--- src/sv/itp_pkg.sv ---
// ----------------------------------------------------------------------------
// Isometric tile projection package
// Shared types and constants: the request and response words, the projection
// mode codes and the Q0.24 basis factors.
// ----------------------------------------------------------------------------
package itp_pkg;

   // Projection mode codes held in the mode register.
   typedef enum logic [1:0] {
      MODE_LEGACY   = 2'd0,
      MODE_DIAMOND  = 2'd1,
      MODE_ISO      = 2'd2,
      MODE_DIMETRIC = 2'd3
   } mode_type;

   // Fixed field widths of the request and response words.
   localparam int COORD_W  = 12;
   localparam int LIFT_W   = 4;
   localparam int SCREEN_W = 16;
   localparam int DEPTH_W  = 13;
   localparam int SIZE_W   = 7;

   // Fixed point format of the basis factors.
   localparam int FRAC_BITS = 24;
   localparam int K_W       = 24;

   // Per-unit basis factors, unsigned Q0.24, rounded to nearest.
   localparam int K_HALF       = 8388608;
   localparam int K_QUARTER    = 4194304;
   localparam int K_SQRT3_HALF = 14529495;
   localparam int K_TWO_FIFTHS = 6710886;

   // Screen range limits.
   localparam int SCREEN_MAX = 32767;
   localparam int SCREEN_MIN = -32768;
   localparam int SIZE_MAX   = 127;

   typedef struct packed {
      logic [COORD_W-1:0] tile_x;
      logic [COORD_W-1:0] tile_y;
      logic [LIFT_W-1:0]  tile_z;
   } req_type;

   typedef struct packed {
      logic signed [SCREEN_W-1:0] screen_x;
      logic signed [SCREEN_W-1:0] screen_y;
      logic [DEPTH_W-1:0]         draw_depth;
      logic signed [SCREEN_W-1:0] box_x;
      logic signed [SCREEN_W-1:0] box_y;
      logic [SIZE_W-1:0]          box_w;
      logic [SIZE_W-1:0]          box_h;
   } rsp_type;

   // Load enables of the two stages inside the rounding unit.
   typedef struct packed {
      logic add;
      logic rnd;
   } rnd_en_type;

endpackage

--- src/sv/itp_basis.sv ---
// ----------------------------------------------------------------------------
// Isometric tile projection basis stage
// Selects the screen basis for the mode, forms the two coordinate products in
// Q24 and the corner offsets that turn the anchor into the box extremes.
// ----------------------------------------------------------------------------
module itp_basis #(
   parameter int TILE_SIZE = 8
) (
   input  logic                clock,
   input  logic                en,
   input  itp_pkg::mode_type   mode,
   input  itp_pkg::req_type    tile,
   output logic signed [itp_pkg::K_W + $clog2(TILE_SIZE + 1) + itp_pkg::COORD_W + 2:0] prod_x,
   output logic signed [itp_pkg::K_W + $clog2(TILE_SIZE + 1) + itp_pkg::COORD_W + 2:0] prod_y,
   output logic signed [itp_pkg::K_W + $clog2(TILE_SIZE + 1) + itp_pkg::COORD_W + 2:0] ofs_x0,
   output logic signed [itp_pkg::K_W + $clog2(TILE_SIZE + 1) + itp_pkg::COORD_W + 2:0] ofs_x1,
   output logic signed [itp_pkg::K_W + $clog2(TILE_SIZE + 1) + itp_pkg::COORD_W + 2:0] ofs_x2,
   output logic signed [itp_pkg::K_W + $clog2(TILE_SIZE + 1) + itp_pkg::COORD_W + 2:0] ofs_y0,
   output logic signed [itp_pkg::K_W + $clog2(TILE_SIZE + 1) + itp_pkg::COORD_W + 2:0] ofs_y2,
   output logic [itp_pkg::DEPTH_W-1:0] depth
);

   // Basis width, multiplier operand width and Q24 word width.
   localparam int BW = itp_pkg::K_W + $clog2(TILE_SIZE + 1);
   localparam int MW = itp_pkg::COORD_W + 2;
   localparam int PW = MW + BW + 1;
   localparam int LW = itp_pkg::LIFT_W + $clog2(TILE_SIZE + 1);

   // Q24 basis of one tile step for each mode.
   localparam logic [BW-1:0] B_LEGACY    = BW'(TILE_SIZE) << itp_pkg::FRAC_BITS;
   localparam logic [BW-1:0] B_HALF      = BW'(TILE_SIZE * itp_pkg::K_HALF);
   localparam logic [BW-1:0] B_QUARTER   = BW'(TILE_SIZE * itp_pkg::K_QUARTER);
   localparam logic [BW-1:0] B_SQRT3     = BW'(TILE_SIZE * itp_pkg::K_SQRT3_HALF);
   localparam logic [BW-1:0] B_TWO_FIFTH = BW'(TILE_SIZE * itp_pkg::K_TWO_FIFTHS);

   logic signed [MW-1:0] coord_x, coord_y;
   logic signed [MW-1:0] op_x, op_y;
   logic [BW-1:0]        bas_x, bas_y;
   logic signed [BW:0]   bas_sx, bas_sy;
   logic [LW-1:0]        lift;
   logic signed [PW-1:0] lift_q, leg_q, span_q, bx_q, by2_q;

   logic signed [PW-1:0] prod_x_in, prod_y_in, prod_x_ff, prod_y_ff;
   logic signed [PW-1:0] ofs_x0_in, ofs_x1_in, ofs_x2_in, ofs_y0_in, ofs_y2_in;
   logic signed [PW-1:0] ofs_x0_ff, ofs_x1_ff, ofs_x2_ff, ofs_y0_ff, ofs_y2_ff;
   logic [itp_pkg::DEPTH_W-1:0] depth_in, depth_ff;

   // Height lift: z times the tile size, in Q24 as z*T/2 and as the legacy
   // integer lift (z*T)/2 truncated.
   assign coord_x = $signed({{(MW - itp_pkg::COORD_W){1'b0}}, tile.tile_x});
   assign coord_y = $signed({{(MW - itp_pkg::COORD_W){1'b0}}, tile.tile_y});
   assign lift    = LW'(tile.tile_z) * LW'(TILE_SIZE);
   assign lift_q  = $signed(PW'(lift) << (itp_pkg::FRAC_BITS - 1));
   assign leg_q   = $signed(PW'({lift[LW-1:1], 1'b0}) << (itp_pkg::FRAC_BITS - 1));
   assign span_q  = $signed(PW'(B_LEGACY));

   // Basis selection by mode.
   always_comb begin
      bas_x = B_HALF;
      bas_y = B_QUARTER;
      case (mode)
         itp_pkg::MODE_LEGACY: begin
            bas_x = B_LEGACY;
            bas_y = B_LEGACY;
         end
         itp_pkg::MODE_DIAMOND: begin
            bas_x = B_HALF;
            bas_y = B_QUARTER;
         end
         itp_pkg::MODE_ISO: begin
            bas_x = B_SQRT3;
            bas_y = B_HALF;
         end
         itp_pkg::MODE_DIMETRIC: begin
            bas_x = B_SQRT3;
            bas_y = B_TWO_FIFTH;
         end
         default: begin
            bas_x = B_HALF;
            bas_y = B_QUARTER;
         end
      endcase
   end

   assign bas_sx = $signed({1'b0, bas_x});
   assign bas_sy = $signed({1'b0, bas_y});
   assign bx_q   = PW'(bas_sx);
   assign by2_q  = PW'(bas_sy) <<< 1;

   // Multiplier operands and corner offsets. The legacy mode scales x and y
   // directly; the other modes scale the diagonal difference and sum. The
   // least y corner is always the anchor.
   always_comb begin
      if (mode == itp_pkg::MODE_LEGACY) begin
         op_x      = coord_x;
         op_y      = coord_y;
         ofs_x0_in = -leg_q;
         ofs_x1_in = -leg_q;
         ofs_x2_in = span_q - leg_q;
         ofs_y0_in = -leg_q;
         ofs_y2_in = span_q - leg_q;
      end else begin
         op_x      = coord_x - coord_y;
         op_y      = coord_x + coord_y;
         ofs_x0_in = -bx_q;
         ofs_x1_in = '0;
         ofs_x2_in = bx_q;
         ofs_y0_in = -lift_q;
         ofs_y2_in = by2_q - lift_q;
      end
   end

   assign prod_x_in = PW'(op_x) * PW'(bas_sx);
   assign prod_y_in = PW'(op_y) * PW'(bas_sy);
   assign depth_in  = itp_pkg::DEPTH_W'(tile.tile_x) + itp_pkg::DEPTH_W'(tile.tile_y);

   // Stage register.
   always_ff @(posedge clock) begin
      if (en) begin
         prod_x_ff <= prod_x_in;
         prod_y_ff <= prod_y_in;
         ofs_x0_ff <= ofs_x0_in;
         ofs_x1_ff <= ofs_x1_in;
         ofs_x2_ff <= ofs_x2_in;
         ofs_y0_ff <= ofs_y0_in;
         ofs_y2_ff <= ofs_y2_in;
         depth_ff  <= depth_in;
      end
   end

   assign prod_x = prod_x_ff;
   assign prod_y = prod_y_ff;
   assign ofs_x0 = ofs_x0_ff;
   assign ofs_x1 = ofs_x1_ff;
   assign ofs_x2 = ofs_x2_ff;
   assign ofs_y0 = ofs_y0_ff;
   assign ofs_y2 = ofs_y2_ff;
   assign depth  = depth_ff;

endmodule

--- src/sv/itp_round.sv ---
// ----------------------------------------------------------------------------
// Isometric tile projection rounding unit
// Adds the corner offsets to the products, then rounds each Q24 corner value
// to an integer, half away from zero. Two register stages.
// ----------------------------------------------------------------------------
module itp_round #(
   parameter int TILE_SIZE = 8
) (
   input  logic                clock,
   input  itp_pkg::rnd_en_type en,
   input  logic signed [itp_pkg::K_W + $clog2(TILE_SIZE + 1) + itp_pkg::COORD_W + 2:0] prod_x,
   input  logic signed [itp_pkg::K_W + $clog2(TILE_SIZE + 1) + itp_pkg::COORD_W + 2:0] prod_y,
   input  logic signed [itp_pkg::K_W + $clog2(TILE_SIZE + 1) + itp_pkg::COORD_W + 2:0] ofs_x0,
   input  logic signed [itp_pkg::K_W + $clog2(TILE_SIZE + 1) + itp_pkg::COORD_W + 2:0] ofs_x1,
   input  logic signed [itp_pkg::K_W + $clog2(TILE_SIZE + 1) + itp_pkg::COORD_W + 2:0] ofs_x2,
   input  logic signed [itp_pkg::K_W + $clog2(TILE_SIZE + 1) + itp_pkg::COORD_W + 2:0] ofs_y0,
   input  logic signed [itp_pkg::K_W + $clog2(TILE_SIZE + 1) + itp_pkg::COORD_W + 2:0] ofs_y2,
   input  logic [itp_pkg::DEPTH_W-1:0] depth_a,
   output logic signed [$clog2(TILE_SIZE + 1) + itp_pkg::COORD_W + 2:0] rx0,
   output logic signed [$clog2(TILE_SIZE + 1) + itp_pkg::COORD_W + 2:0] rx1,
   output logic signed [$clog2(TILE_SIZE + 1) + itp_pkg::COORD_W + 2:0] rx2,
   output logic signed [$clog2(TILE_SIZE + 1) + itp_pkg::COORD_W + 2:0] ry0,
   output logic signed [$clog2(TILE_SIZE + 1) + itp_pkg::COORD_W + 2:0] ry2,
   output logic [itp_pkg::DEPTH_W-1:0] depth_r
);

   localparam int BW = itp_pkg::K_W + $clog2(TILE_SIZE + 1);
   localparam int PW = BW + itp_pkg::COORD_W + 3;
   localparam int RW = PW - itp_pkg::FRAC_BITS;

   // Rounding bias: one half for positive values, just under one half for
   // negative ones, so that an arithmetic shift rounds half away from zero.
   localparam logic signed [PW-1:0] Q_HALF    = PW'(1) << (itp_pkg::FRAC_BITS - 1);
   localparam logic signed [PW-1:0] Q_HALF_M1 = Q_HALF - PW'(1);

   logic signed [PW-1:0] sum_x0_in, sum_x1_in, sum_x2_in, sum_y0_in, sum_y2_in;
   logic signed [PW-1:0] sum_x0_ff, sum_x1_ff, sum_x2_ff, sum_y0_ff, sum_y2_ff;
   logic [itp_pkg::DEPTH_W-1:0] depth_s_ff, depth_r_ff;
   logic signed [RW-1:0] rx0_in, rx1_in, rx2_in, ry0_in, ry2_in;
   logic signed [RW-1:0] rx0_ff, rx1_ff, rx2_ff, ry0_ff, ry2_ff;

   function automatic logic signed [RW-1:0] round_q(input logic signed [PW-1:0] v);
      logic signed [PW-1:0] t;
      t = v + (v[PW-1] ? Q_HALF_M1 : Q_HALF);
      return t[PW-1:itp_pkg::FRAC_BITS];
   endfunction

   // Corner values in Q24.
   assign sum_x0_in = prod_x + ofs_x0;
   assign sum_x1_in = prod_x + ofs_x1;
   assign sum_x2_in = prod_x + ofs_x2;
   assign sum_y0_in = prod_y + ofs_y0;
   assign sum_y2_in = prod_y + ofs_y2;

   always_ff @(posedge clock) begin
      if (en.add) begin
         sum_x0_ff  <= sum_x0_in;
         sum_x1_ff  <= sum_x1_in;
         sum_x2_ff  <= sum_x2_in;
         sum_y0_ff  <= sum_y0_in;
         sum_y2_ff  <= sum_y2_in;
         depth_s_ff <= depth_a;
      end
   end

   // Rounding to integer screen positions.
   assign rx0_in = round_q(sum_x0_ff);
   assign rx1_in = round_q(sum_x1_ff);
   assign rx2_in = round_q(sum_x2_ff);
   assign ry0_in = round_q(sum_y0_ff);
   assign ry2_in = round_q(sum_y2_ff);

   always_ff @(posedge clock) begin
      if (en.rnd) begin
         rx0_ff     <= rx0_in;
         rx1_ff     <= rx1_in;
         rx2_ff     <= rx2_in;
         ry0_ff     <= ry0_in;
         ry2_ff     <= ry2_in;
         depth_r_ff <= depth_s_ff;
      end
   end

   assign rx0     = rx0_ff;
   assign rx1     = rx1_ff;
   assign rx2     = rx2_ff;
   assign ry0     = ry0_ff;
   assign ry2     = ry2_ff;
   assign depth_r = depth_r_ff;

endmodule

--- src/sv/itp_box.sv ---
// ----------------------------------------------------------------------------
// Isometric tile projection box stage
// Saturates the anchor and box corner to the screen range, forms the box
// width and height clamped to between one and 127, and holds the response word.
// ----------------------------------------------------------------------------
module itp_box #(
   parameter int TILE_SIZE = 8
) (
   input  logic                clock,
   input  logic                en,
   input  logic signed [$clog2(TILE_SIZE + 1) + itp_pkg::COORD_W + 2:0] rx0,
   input  logic signed [$clog2(TILE_SIZE + 1) + itp_pkg::COORD_W + 2:0] rx1,
   input  logic signed [$clog2(TILE_SIZE + 1) + itp_pkg::COORD_W + 2:0] rx2,
   input  logic signed [$clog2(TILE_SIZE + 1) + itp_pkg::COORD_W + 2:0] ry0,
   input  logic signed [$clog2(TILE_SIZE + 1) + itp_pkg::COORD_W + 2:0] ry2,
   input  logic [itp_pkg::DEPTH_W-1:0] depth,
   output itp_pkg::rsp_type    rsp_word
);

   localparam int RW = $clog2(TILE_SIZE + 1) + itp_pkg::COORD_W + 3;

   localparam logic signed [RW-1:0] S_MAX = RW'(itp_pkg::SCREEN_MAX);
   localparam logic signed [RW-1:0] S_MIN = RW'(itp_pkg::SCREEN_MIN);
   localparam logic signed [RW:0]   W_ONE = (RW + 1)'(1);
   localparam logic signed [RW:0]   W_MAX = (RW + 1)'(itp_pkg::SIZE_MAX);

   logic signed [RW:0] span_x, span_y;
   itp_pkg::rsp_type   rsp_in, rsp_ff;

   function automatic logic signed [itp_pkg::SCREEN_W-1:0] sat16(
      input logic signed [RW-1:0] v);
      logic signed [RW-1:0] t;
      t = v;
      if (v > S_MAX) t = S_MAX;
      if (v < S_MIN) t = S_MIN;
      return t[itp_pkg::SCREEN_W-1:0];
   endfunction

   function automatic logic [itp_pkg::SIZE_W-1:0] clamp_size(input logic signed [RW:0] v);
      logic signed [RW:0] t;
      t = v;
      if (v < W_ONE) t = W_ONE;
      if (v > W_MAX) t = W_MAX;
      return t[itp_pkg::SIZE_W-1:0];
   endfunction

   // Box extent from the unsaturated corners.
   assign span_x = $signed({rx2[RW-1], rx2}) - $signed({rx0[RW-1], rx0});
   assign span_y = $signed({ry2[RW-1], ry2}) - $signed({ry0[RW-1], ry0});

   always_comb begin
      rsp_in.screen_x   = sat16(rx1);
      rsp_in.screen_y   = sat16(ry0);
      rsp_in.draw_depth = depth;
      rsp_in.box_x      = sat16(rx0);
      rsp_in.box_y      = sat16(ry0);
      rsp_in.box_w      = clamp_size(span_x);
      rsp_in.box_h      = clamp_size(span_y);
   end

   // Response register; it holds while the receiver stalls.
   always_ff @(posedge clock) begin
      if (en) begin
         rsp_ff <= rsp_in;
      end
   end

   assign rsp_word = rsp_ff;

endmodule

--- src/sv/iso_tile_projection_top.sv ---
// ----------------------------------------------------------------------------
// Isometric tile projection
// Maps a tile coordinate and height to a screen anchor, a draw depth and a
// screen bounding box under one of four projection modes.
// ----------------------------------------------------------------------------
// Usage:
//   The request channel (req_valid, req_stall, req_data) takes one tile word
//   per cycle while req_stall is low. The response channel (rsp_valid,
//   rsp_stall, rsp_data) returns one result word per tile, in order. A word
//   moves at a clock edge where its valid is high and its stall is low.
//   The csr_ port writes the 2-bit projection mode; write it only while no
//   tile is in flight. Each tile uses the mode that was set when it entered.
//   Path: an accepted tile passes in order through the input register,
//   product stage, offset add, rounding and response register.
//   Throughput: one tile per cycle while rsp_stall is low, set by the single
//   pass through the five registered stages with one multiplier per axis.
//   Stall: when rsp_stall is high the response word holds; the stages behind
//   it keep filling any empty slots, and req_stall rises only once every
//   stage holds a tile.
//   Reset: synchronous, active high; empties the pipeline and sets the mode
//   to legacy square.
// ----------------------------------------------------------------------------
module iso_tile_projection_top #(
   parameter int TILE_SIZE = 8
) (
   input  logic             clock,
   input  logic             reset,
   input  logic             req_valid,
   output logic             req_stall,
   input  itp_pkg::req_type req_data,
   output logic             rsp_valid,
   input  logic             rsp_stall,
   output itp_pkg::rsp_type rsp_data,
   input  logic             csr_wr_en,
   input  logic [1:0]       csr_wr_data
);

   localparam int BW = itp_pkg::K_W + $clog2(TILE_SIZE + 1);
   localparam int PW = BW + itp_pkg::COORD_W + 3;
   localparam int RW = PW - itp_pkg::FRAC_BITS;

   itp_pkg::mode_type   mode_in, mode_ff, mode_s1_ff;
   itp_pkg::req_type    tile_ff;
   logic                v1_in, v2_in, v3_in, v4_in, rsp_valid_in;
   logic                v1_ff, v2_ff, v3_ff, v4_ff, rsp_valid_ff;
   logic                rdy1, rdy2, rdy3, rdy4, rdy5;
   itp_pkg::rnd_en_type rnd_en;

   logic signed [PW-1:0] prod_x, prod_y, ofs_x0, ofs_x1, ofs_x2, ofs_y0, ofs_y2;
   logic signed [RW-1:0] rx0, rx1, rx2, ry0, ry2;
   logic [itp_pkg::DEPTH_W-1:0] depth_a, depth_r;

   // Stage readiness: a stage loads when it is empty or its word moves on.
   assign rdy5      = !rsp_valid_ff || !rsp_stall;
   assign rdy4      = !v4_ff || rdy5;
   assign rdy3      = !v3_ff || rdy4;
   assign rdy2      = !v2_ff || rdy3;
   assign rdy1      = !v1_ff || rdy2;
   assign req_stall = !rdy1;

   assign v1_in        = rdy1 ? req_valid : v1_ff;
   assign v2_in        = rdy2 ? v1_ff : v2_ff;
   assign v3_in        = rdy3 ? v2_ff : v3_ff;
   assign v4_in        = rdy4 ? v3_ff : v4_ff;
   assign rsp_valid_in = rdy5 ? v4_ff : rsp_valid_ff;
   assign mode_in      = csr_wr_en ? itp_pkg::mode_type'(csr_wr_data) : mode_ff;

   // Control state: mode register and stage valid bits.
   always_ff @(posedge clock) begin
      if (reset) begin
         mode_ff      <= itp_pkg::MODE_LEGACY;
         v1_ff        <= 1'b0;
         v2_ff        <= 1'b0;
         v3_ff        <= 1'b0;
         v4_ff        <= 1'b0;
         rsp_valid_ff <= 1'b0;
      end else begin
         mode_ff      <= mode_in;
         v1_ff        <= v1_in;
         v2_ff        <= v2_in;
         v3_ff        <= v3_in;
         v4_ff        <= v4_in;
         rsp_valid_ff <= rsp_valid_in;
      end
   end

   // Input register.
   always_ff @(posedge clock) begin
      if (rdy1) begin
         tile_ff    <= req_data;
         mode_s1_ff <= mode_ff;
      end
   end

   itp_basis #(
      .TILE_SIZE (TILE_SIZE)
   ) u_basis (
      .clock  (clock),
      .en     (rdy2),
      .mode   (mode_s1_ff),
      .tile   (tile_ff),
      .prod_x (prod_x),
      .prod_y (prod_y),
      .ofs_x0 (ofs_x0),
      .ofs_x1 (ofs_x1),
      .ofs_x2 (ofs_x2),
      .ofs_y0 (ofs_y0),
      .ofs_y2 (ofs_y2),
      .depth  (depth_a)
   );

   assign rnd_en.add = rdy3;
   assign rnd_en.rnd = rdy4;

   itp_round #(
      .TILE_SIZE (TILE_SIZE)
   ) u_round (
      .clock   (clock),
      .en      (rnd_en),
      .prod_x  (prod_x),
      .prod_y  (prod_y),
      .ofs_x0  (ofs_x0),
      .ofs_x1  (ofs_x1),
      .ofs_x2  (ofs_x2),
      .ofs_y0  (ofs_y0),
      .ofs_y2  (ofs_y2),
      .depth_a (depth_a),
      .rx0     (rx0),
      .rx1     (rx1),
      .rx2     (rx2),
      .ry0     (ry0),
      .ry2     (ry2),
      .depth_r (depth_r)
   );

   itp_box #(
      .TILE_SIZE (TILE_SIZE)
   ) u_box (
      .clock    (clock),
      .en       (rdy5),
      .rx0      (rx0),
      .rx1      (rx1),
      .rx2      (rx2),
      .ry0      (ry0),
      .ry2      (ry2),
      .depth    (depth_r),
      .rsp_word (rsp_data)
   );

   assign rsp_valid = rsp_valid_ff;

   // Reset empties the response stage.
   a_reset_empty: assert property (@(posedge clock)
      reset |=> !rsp_valid_ff && !v1_ff)
      else $error("pipeline not empty after reset");

   // Requests are held off only when every stage is full and the output stalls.
   a_stall_full: assert property (@(posedge clock) disable iff (reset)
      req_stall |-> v1_ff && v2_ff && v3_ff && v4_ff && rsp_valid_ff && rsp_stall)
      else $error("request stalled with a free stage");

   // A word in the input stage moves on when the next stage can take it.
   a_advance: assert property (@(posedge clock) disable iff (reset)
      v1_ff && rdy2 |=> v2_ff)
      else $error("word lost between input and product stage");

   // Rounding keeps the corner order, so the box never turns inside out.
   a_corner_order: assert property (@(posedge clock) disable iff (reset)
      v4_ff |-> (rx2 >= rx0) && (ry2 >= ry0) && (rx1 >= rx0) && (rx2 >= rx1))
      else $error("rounded corners out of order");

   // Box sizes are never zero on a valid response.
   a_box_size: assert property (@(posedge clock) disable iff (reset)
      rsp_valid_ff |-> (rsp_data.box_w != '0) && (rsp_data.box_h != '0))
      else $error("zero box size");

endmodule
--- config.mk ---
export PLATFORM = sky130hd
export DESIGN_NAME = iso_tile_projection_top
export DESIGN_NICKNAME = d
export VERILOG_FILES = /design/src/sv/itp_pkg.sv /design/src/sv/itp_basis.sv /design/src/sv/itp_round.sv /design/src/sv/itp_box.sv /design/src/sv/iso_tile_projection_top.sv
export SDC_FILE = /design/constraint.sdc
export NUM_CORES = 2
export LEC_CHECK = 0
export BUFFER_PORTS_ARGS = -buffer_cell sky130_fd_sc_hd__buf_4
export CAP_MARGIN = 30
export CELL_PAD_IN_SITES_DETAIL_PLACEMENT = 0
export CELL_PAD_IN_SITES_GLOBAL_PLACEMENT = 1
export CORE_AREA = 2 2 333 335
export CTS_CLUSTER_SIZE = 24
export DETAILED_ROUTE_END_ITERATION = 10
export DIE_AREA = 0 0 335 337
export HOLD_SLACK_MARGIN = 0.06
export PLACE_DENSITY_LB_ADDON = 0.1
export SLEW_MARGIN = 20
export SYNTH_ARGS = -nofsm -noshare
export SYNTH_HDL_FRONTEND = slang
export SYNTH_HIERARCHICAL = 1
export SYNTH_SLANG_ARGS = --single-unit
--- constraint.sdc ---
create_clock -name clock -period 7.6 [get_ports clock]
set_input_delay 1.14 -clock clock [delete_from_list [all_inputs] [get_ports clock]]
set_output_delay 1.14 -clock clock [all_outputs]
set_load 0.01 [all_outputs]
# Word-level counts from Yosys, hierarchy flattened
# Index checks and enable logic that the tools add are counted.
# W data, S select, Z words.
[op_classes] add_sub_neg=19 multipliers=2 order_cmp=10 eq_ne=3 n_mux=17 n_reduce_logical=16
[op_table] cell="$add A43 B43 Y43" count=9
[op_table] cell="$mux W24" count=5
[op_table] cell="$pmux W28 S4" count=1
[op_table] cell="$mux W43" count=2
[op_table] cell="$pmux W28 S3" count=1
[op_table] cell="$gt A19 B16 Y1 const B" count=3
[op_table] cell="$lt A19 B16 Y1 const B" count=3
[op_table] cell="$mux W16" count=3
[op_table] cell="$add A43 B31 Y43" count=1
[op_table] cell="$mul A14 B29 Y43" count=1
[op_table] cell="$neg A28 Y43" count=1
[op_table] cell="$neg A30 Y43" count=1
[op_table] cell="$mul A13 B28 Y41" count=1
[op_table] cell="$gt A20 B8 Y1 const B" count=2
[op_table] cell="$lt A20 B2 Y1 const B" count=2
[op_table] cell="$sub A19 B19 Y20" count=2
[op_table] cell="$sub A28 B30 Y31 const A" count=1
[op_table] cell="$sub A29 B30 Y31" count=1
[op_table] cell="$mux W28" count=1
[op_table] cell="$add A12 B12 Y13" count=2
[op_table] cell="$mux W14" count=1
[op_table] cell="$mux W7" count=2
[op_table] cell="$mux W13" count=1
[op_table] cell="$sub A12 B12 Y13" count=1
[op_table] cell="other kinds (6)" count=19
[totals] ff_bits=750 input_bits=35 out_inout_bits=93 word_cells=106

# Depth between registers and ports, before layout
[logic_depth] word_depth=7 mapped_depth=36 ltp_nobuf=36

# Hierarchy
# The synthesis kept the hierarchy.
[modules_own_cells] module="itp_round" n_inst=1 cells_each=2509 area_per_inst_um2=25723.4 seq_area_each_um2=10089.7
[modules_own_cells] module="itp_basis" n_inst=1 cells_each=1878 area_per_inst_um2=18791.8 seq_area_each_um2=3753.6
[modules_own_cells] module="itp_box" n_inst=1 cells_each=515 area_per_inst_um2=5238.8 seq_area_each_um2=2252.2
[modules_own_cells] module="iso_tile_projection_top" n_inst=1 cells_each=60 area_per_inst_um2=1188.6 seq_area_each_um2=1041.0

# Least setup slack after synthesis
# No wires, ideal clock.
[synth_path] kind="register -> register" startpoint="reg tile_ff[4] (netlist name)" endpoint="reg u_basis.prod_y_ff[41], in the netlist u_basis/prod_y[41] (data pin)" setup_time_ps=258 t_arrival_ps=7507 t_required_ps=7342 slack_ps=-165 stages_incl_launch_ff=36 n_path_buf=1 period_less_slack_ps=7765 path_cell_list="edfxtp_1 ha_1 fa_1 nand2b_1 a21oi_1 o21bai_1 a21oi_1 o21ai_0 a21oi_1 o21bai_1 a21oi_1 o41ai_1 nor2_1 ha_1 inv_1 ha_1 inv_1 fa_1 inv_1 fa_1 fa_1 inv_1 fa_1 inv_1 ha_1 clkbuf_1 nand4_1 nor2_1 a32oi_1 a211oi_1 o41a_1 o31a_1 nand3_1 nand2_1 a21oi_1 xnor2_1"
[synth_lines] element="to (signal assigned)" line_no="itp_basis.sv:121" source="prod_y_ff <= prod_y_in;"
[synth_lines] element="to (decl)" line_no="itp_basis.sv:43" source="logic signed [PW-1:0] prod_x_in, prod_y_in, prod_x_ff, prod_y_ff;"

# Final worst setup path
[layout_path] startpoint="reg tile_ff[4] (netlist name)" endpoint="reg u_basis.prod_y_ff[40], in the netlist u_basis/prod_y[40] (data pin)"
[layout_between] elab_chain_len=3
[layout_rtl] element="from (decl)" line_no="iso_tile_projection_top.sv:43" source="itp_pkg::req_type tile_ff;"
[layout_rtl] element="from (signal assigned)" line_no="iso_tile_projection_top.sv:90" source="tile_ff <= req_data;"
[layout_rtl] element="$add A12 B12 Y13" line_no="itp_basis.sv:104" source="op_y = coord_x + coord_y;"
[layout_rtl] element="$mux W13 *" line_no="itp_basis.sv:94" source="if (mode == itp_pkg::MODE_LEGACY) begin"
[layout_rtl] element="$mul A13 B28 Y41 *" line_no="itp_basis.sv:114" source="assign prod_y_in = PW'(op_y) * PW'(bas_sy);"
[layout_rtl] element="via u_basis.prod_y_in[40]" line_no="itp_basis.sv:43"
# The timed path passes the listed nets; every way through them passes the cells marked *.
# A chain may end at the register's enable or synchronous reset.

==> run metrics <==
most numerous cell in the Yosys netlist ha_1; Fin. Hold Viols 0; final count of negative-setup-slack endpoints 2; Max Clock Freq ~0.13 GHz; PD cells around 380 nW/um2; Final min period 7630 ps; r2r worst-path depth 35; Hold Crit Start u_round/depth_s_ff[3]; row cnt roughly 120; vias in the first global route 35800; prevailing post-synth register cell edfxtp_1; H-tree Lvls 3; required time worst endpoint roughly 8000 ps; crit-path max cell delay approximately 550 ps; Yosys reg bits ~570; Slew Viols, Final 0; hpwl dp 101000 um; critical path class flip-flop to flip-flop; Syn Area/Cell about 10 um2; beginning of the critical path tile_ff[4]; Hold/Removal Path Class flip-flop to flip-flop; Worst-Skew Late Latency between 600 and 700 ps; cell count after synthesis roughly 5000; drt pass-1 iters 5; Worst VDD drop approximately 0.21 mV; Die Y 337 um; Yosys top cell by area edfxtp_1; post-synth cell types about 110; status complete, but fails checks; drt drc 0; Area Overhead vs Synth 13.0%; clk sink count 573; final non-filler cell total 6712; number of synthesized flops with an enable pin approximately 570; input/output buffers 127; skew final around 24 ps; Critical Path End u_basis/prod_y[40]; Final ANT Viol Nets 0; Worst slew margin 0.334; r2r endpoint u_basis/prod_y[40]; yosys warns 6; width of the die around 340 um; Antenna diodes 0; DP Area roughly 54000 um2; fin nets 6165; post-route cell area about 58000 um2; CTS tree built; top post-synthesis cells by count ha_1 (668), edfxtp_1 (566), inv_1 (494); Critical R2R Launch tile_ff[4]; All-Layer GR Usage 0.222; Post-synth ARST share 0; failing checks negative setup slack; cts hold-fix bufs 0; CP max FO 3; Synth Cell Area between 50000 and 60000 um2; Synth top area share 0.334; first-pass GRT wire length between 150000 and 200000 um; CP bufs+invs 6; reg2reg setup slack -30 ps; Bufs on Longest Clock Path 3; CP Capture Type flip-flop; layout cells sized above 1 0.142; Crit path depth 35; RSZ-0062 raised after global routing yes; largest net degree at the start of global routing roughly 160; Slew @ Worst Pin 991 ps; Final Cycle Share 1.00; setup_tns -54.0 ps; top cells by area, synth edfxtp_1 (33%), ha_1 (16%), fa_1 (9.2%); Via-to-Cell Ratio around 5.4; Wirelength per Cell roughly 19 um; CP max-delay cell fa_2; Starting DRT DRC Count roughly 2200; initial antenna violation count 2; PnR Total Power roughly 22 mW; I/O pin count roughly 130; worst hold margin 419 ps; clock-pin slew on the worst setup and hold paths around 60 ps; CP top delay family adder cells; sequential share of the synthesized area 0.336; CTS Buf Count ~70; DRT Wirelength about 130000 um; worst path arrival time around 8000 ps; Leakage 26.9 nW; grt ovf 0; core area roughly 110000 um2; full die area between 100000 and 150000 um2; PnR worst setup slack -29.5 ps; initial core utilization 0.465; Placer Congestion 0.905; Inst Count DP 6550; CTS Root Cell clkbuf_16; Worst Setup Start Kind flip-flop; vias 36200; Max-cap violations 0
-- layer usage --
metal,track usage,vias to the layer above,share of wire
met4,0.0649,2,0.028
li1,-,18100,-
met5,0,-,0.000080
met2,0.350,674,0.44
met1,0.319,17300,0.49
met3,0.0294,172,0.039
-- flip-flops by register name (all words and copies together), names as in the netlist, 6 cells and up --
name and count:
u_box/rsp_word 75, u_round/sum_x0_ff 43, u_round/sum_x1_ff 43, u_round/sum_x2_ff 43, u_round/sum_y0_ff 43, u_round/sum_y2_ff 43, u_basis/prod_x 40, u_basis/prod_y 39
tile_ff 28, u_round/rx0 19, u_round/rx1 19, u_round/rx2 19, u_round/ry0 19, u_round/ry2 19, u_basis/depth 13, u_round/depth_r 13
u_round/depth_s_ff 13, u_basis/ofs_x0 8, u_basis/ofs_x1 7, u_basis/ofs_y0 7, u_basis/ofs_y2 6
-- where the power goes --
part | switching, mW | total, mW | internal [mW]
clock | 1.44 | 3.43 | 1.99
sequential | 0.867 | 6.07 | 5.20
combinational | 6.91 | 12.3 | 5.43
-- layout make-up --
class / count / area, um2
Fill cell: 9947 / 52000
Multi-Input combinational cell: 3688 / 31400
Sequential cell: 573 / 17100
Timing Repair Buffer: 399 / 3060
Inverter: 496 / 1870
Clock buffer: 82 / 1820
Tap cell: 1426 / 1780
Clock inverter: 48 / 544
-- metrics by stage --
step,setup WS (ps),utilization
5_1_grt,-336,0.525
4_1_cts,-28.9,0.519
3_3_place_gp,-376,0.493
3_5_place_dp,-480,0.493
2_1_floorplan,-13.6,-
6_report,-29.5,0.525
-- repair_timing --
item,in CTS,in global routing
pin swaps,65,106
endpoints found under the setup margin,28,35
setup buffers,13,18
gates resized for setup,71,125
-- cell usage in the layout, fill, tap and decap left out, types with 18 or more instances in the layout --
| master | instances |
|---|---|
| o21ai_1 | 25 |
| inv_1 | 476 |
| nor3_1 | 57 |
| xnor2_1 | 261 |
| o21bai_1 | 38 |
| nand2_1 | 281 |
| a21o_1 | 253 |
| a21oi_1 | 313 |
| a31oi_1 | 47 |
| edfxtp_1 | 566 |
| fa_1 | 217 |
| ha_1 | 627 |
| clkbuf_16 | 71 |
| nor2b_1 | 43 |
| a21oi_2 | 36 |
| and2_1 | 46 |
| a211oi_1 | 31 |
| o21ai_0 | 152 |
| o21a_1 | 64 |
| nand4_1 | 69 |
| inv_2 | 18 |
| conb_1 | 107 |
| buf_4 | 388 |
| nand3_1 | 110 |
| o211ai_1 | 35 |
| nand2b_1 | 40 |
| xor2_1 | 127 |
| ha_4 | 34 |
| and3_1 | 43 |
| nor2_1 | 257 |
-- logic make-up after synthesis --
family                     count (synthesis)  synth area share
AOI/OAI and AO/OA                       1212             0.161
xor gates and xnor gates                 390            0.0671
adders and majority gates                901             0.256
buffers and inverters                    806            0.0750
DFF                                      573             0.336
muxes                                     12           0.00246
other                                      2          0.000147
and+or+nand+nor                         1066             0.102
-- worst min-delay path by stage --
stage	end	slack [ps]	cells past startpoint
after floorplan	u_box/rsp_word[46]	400	0
after global placement	u_round/depth_s_ff[10]	400	0
after detailed placement	u_round/depth_r[9]	400	0
after CTS	u_box/rsp_word[54]	420	0
after global routing	u_round/depth_s_ff[9]	430	0
final	u_round/depth_r[3]	420	0
No activity file was read; power rests on OpenSTA's default activity.
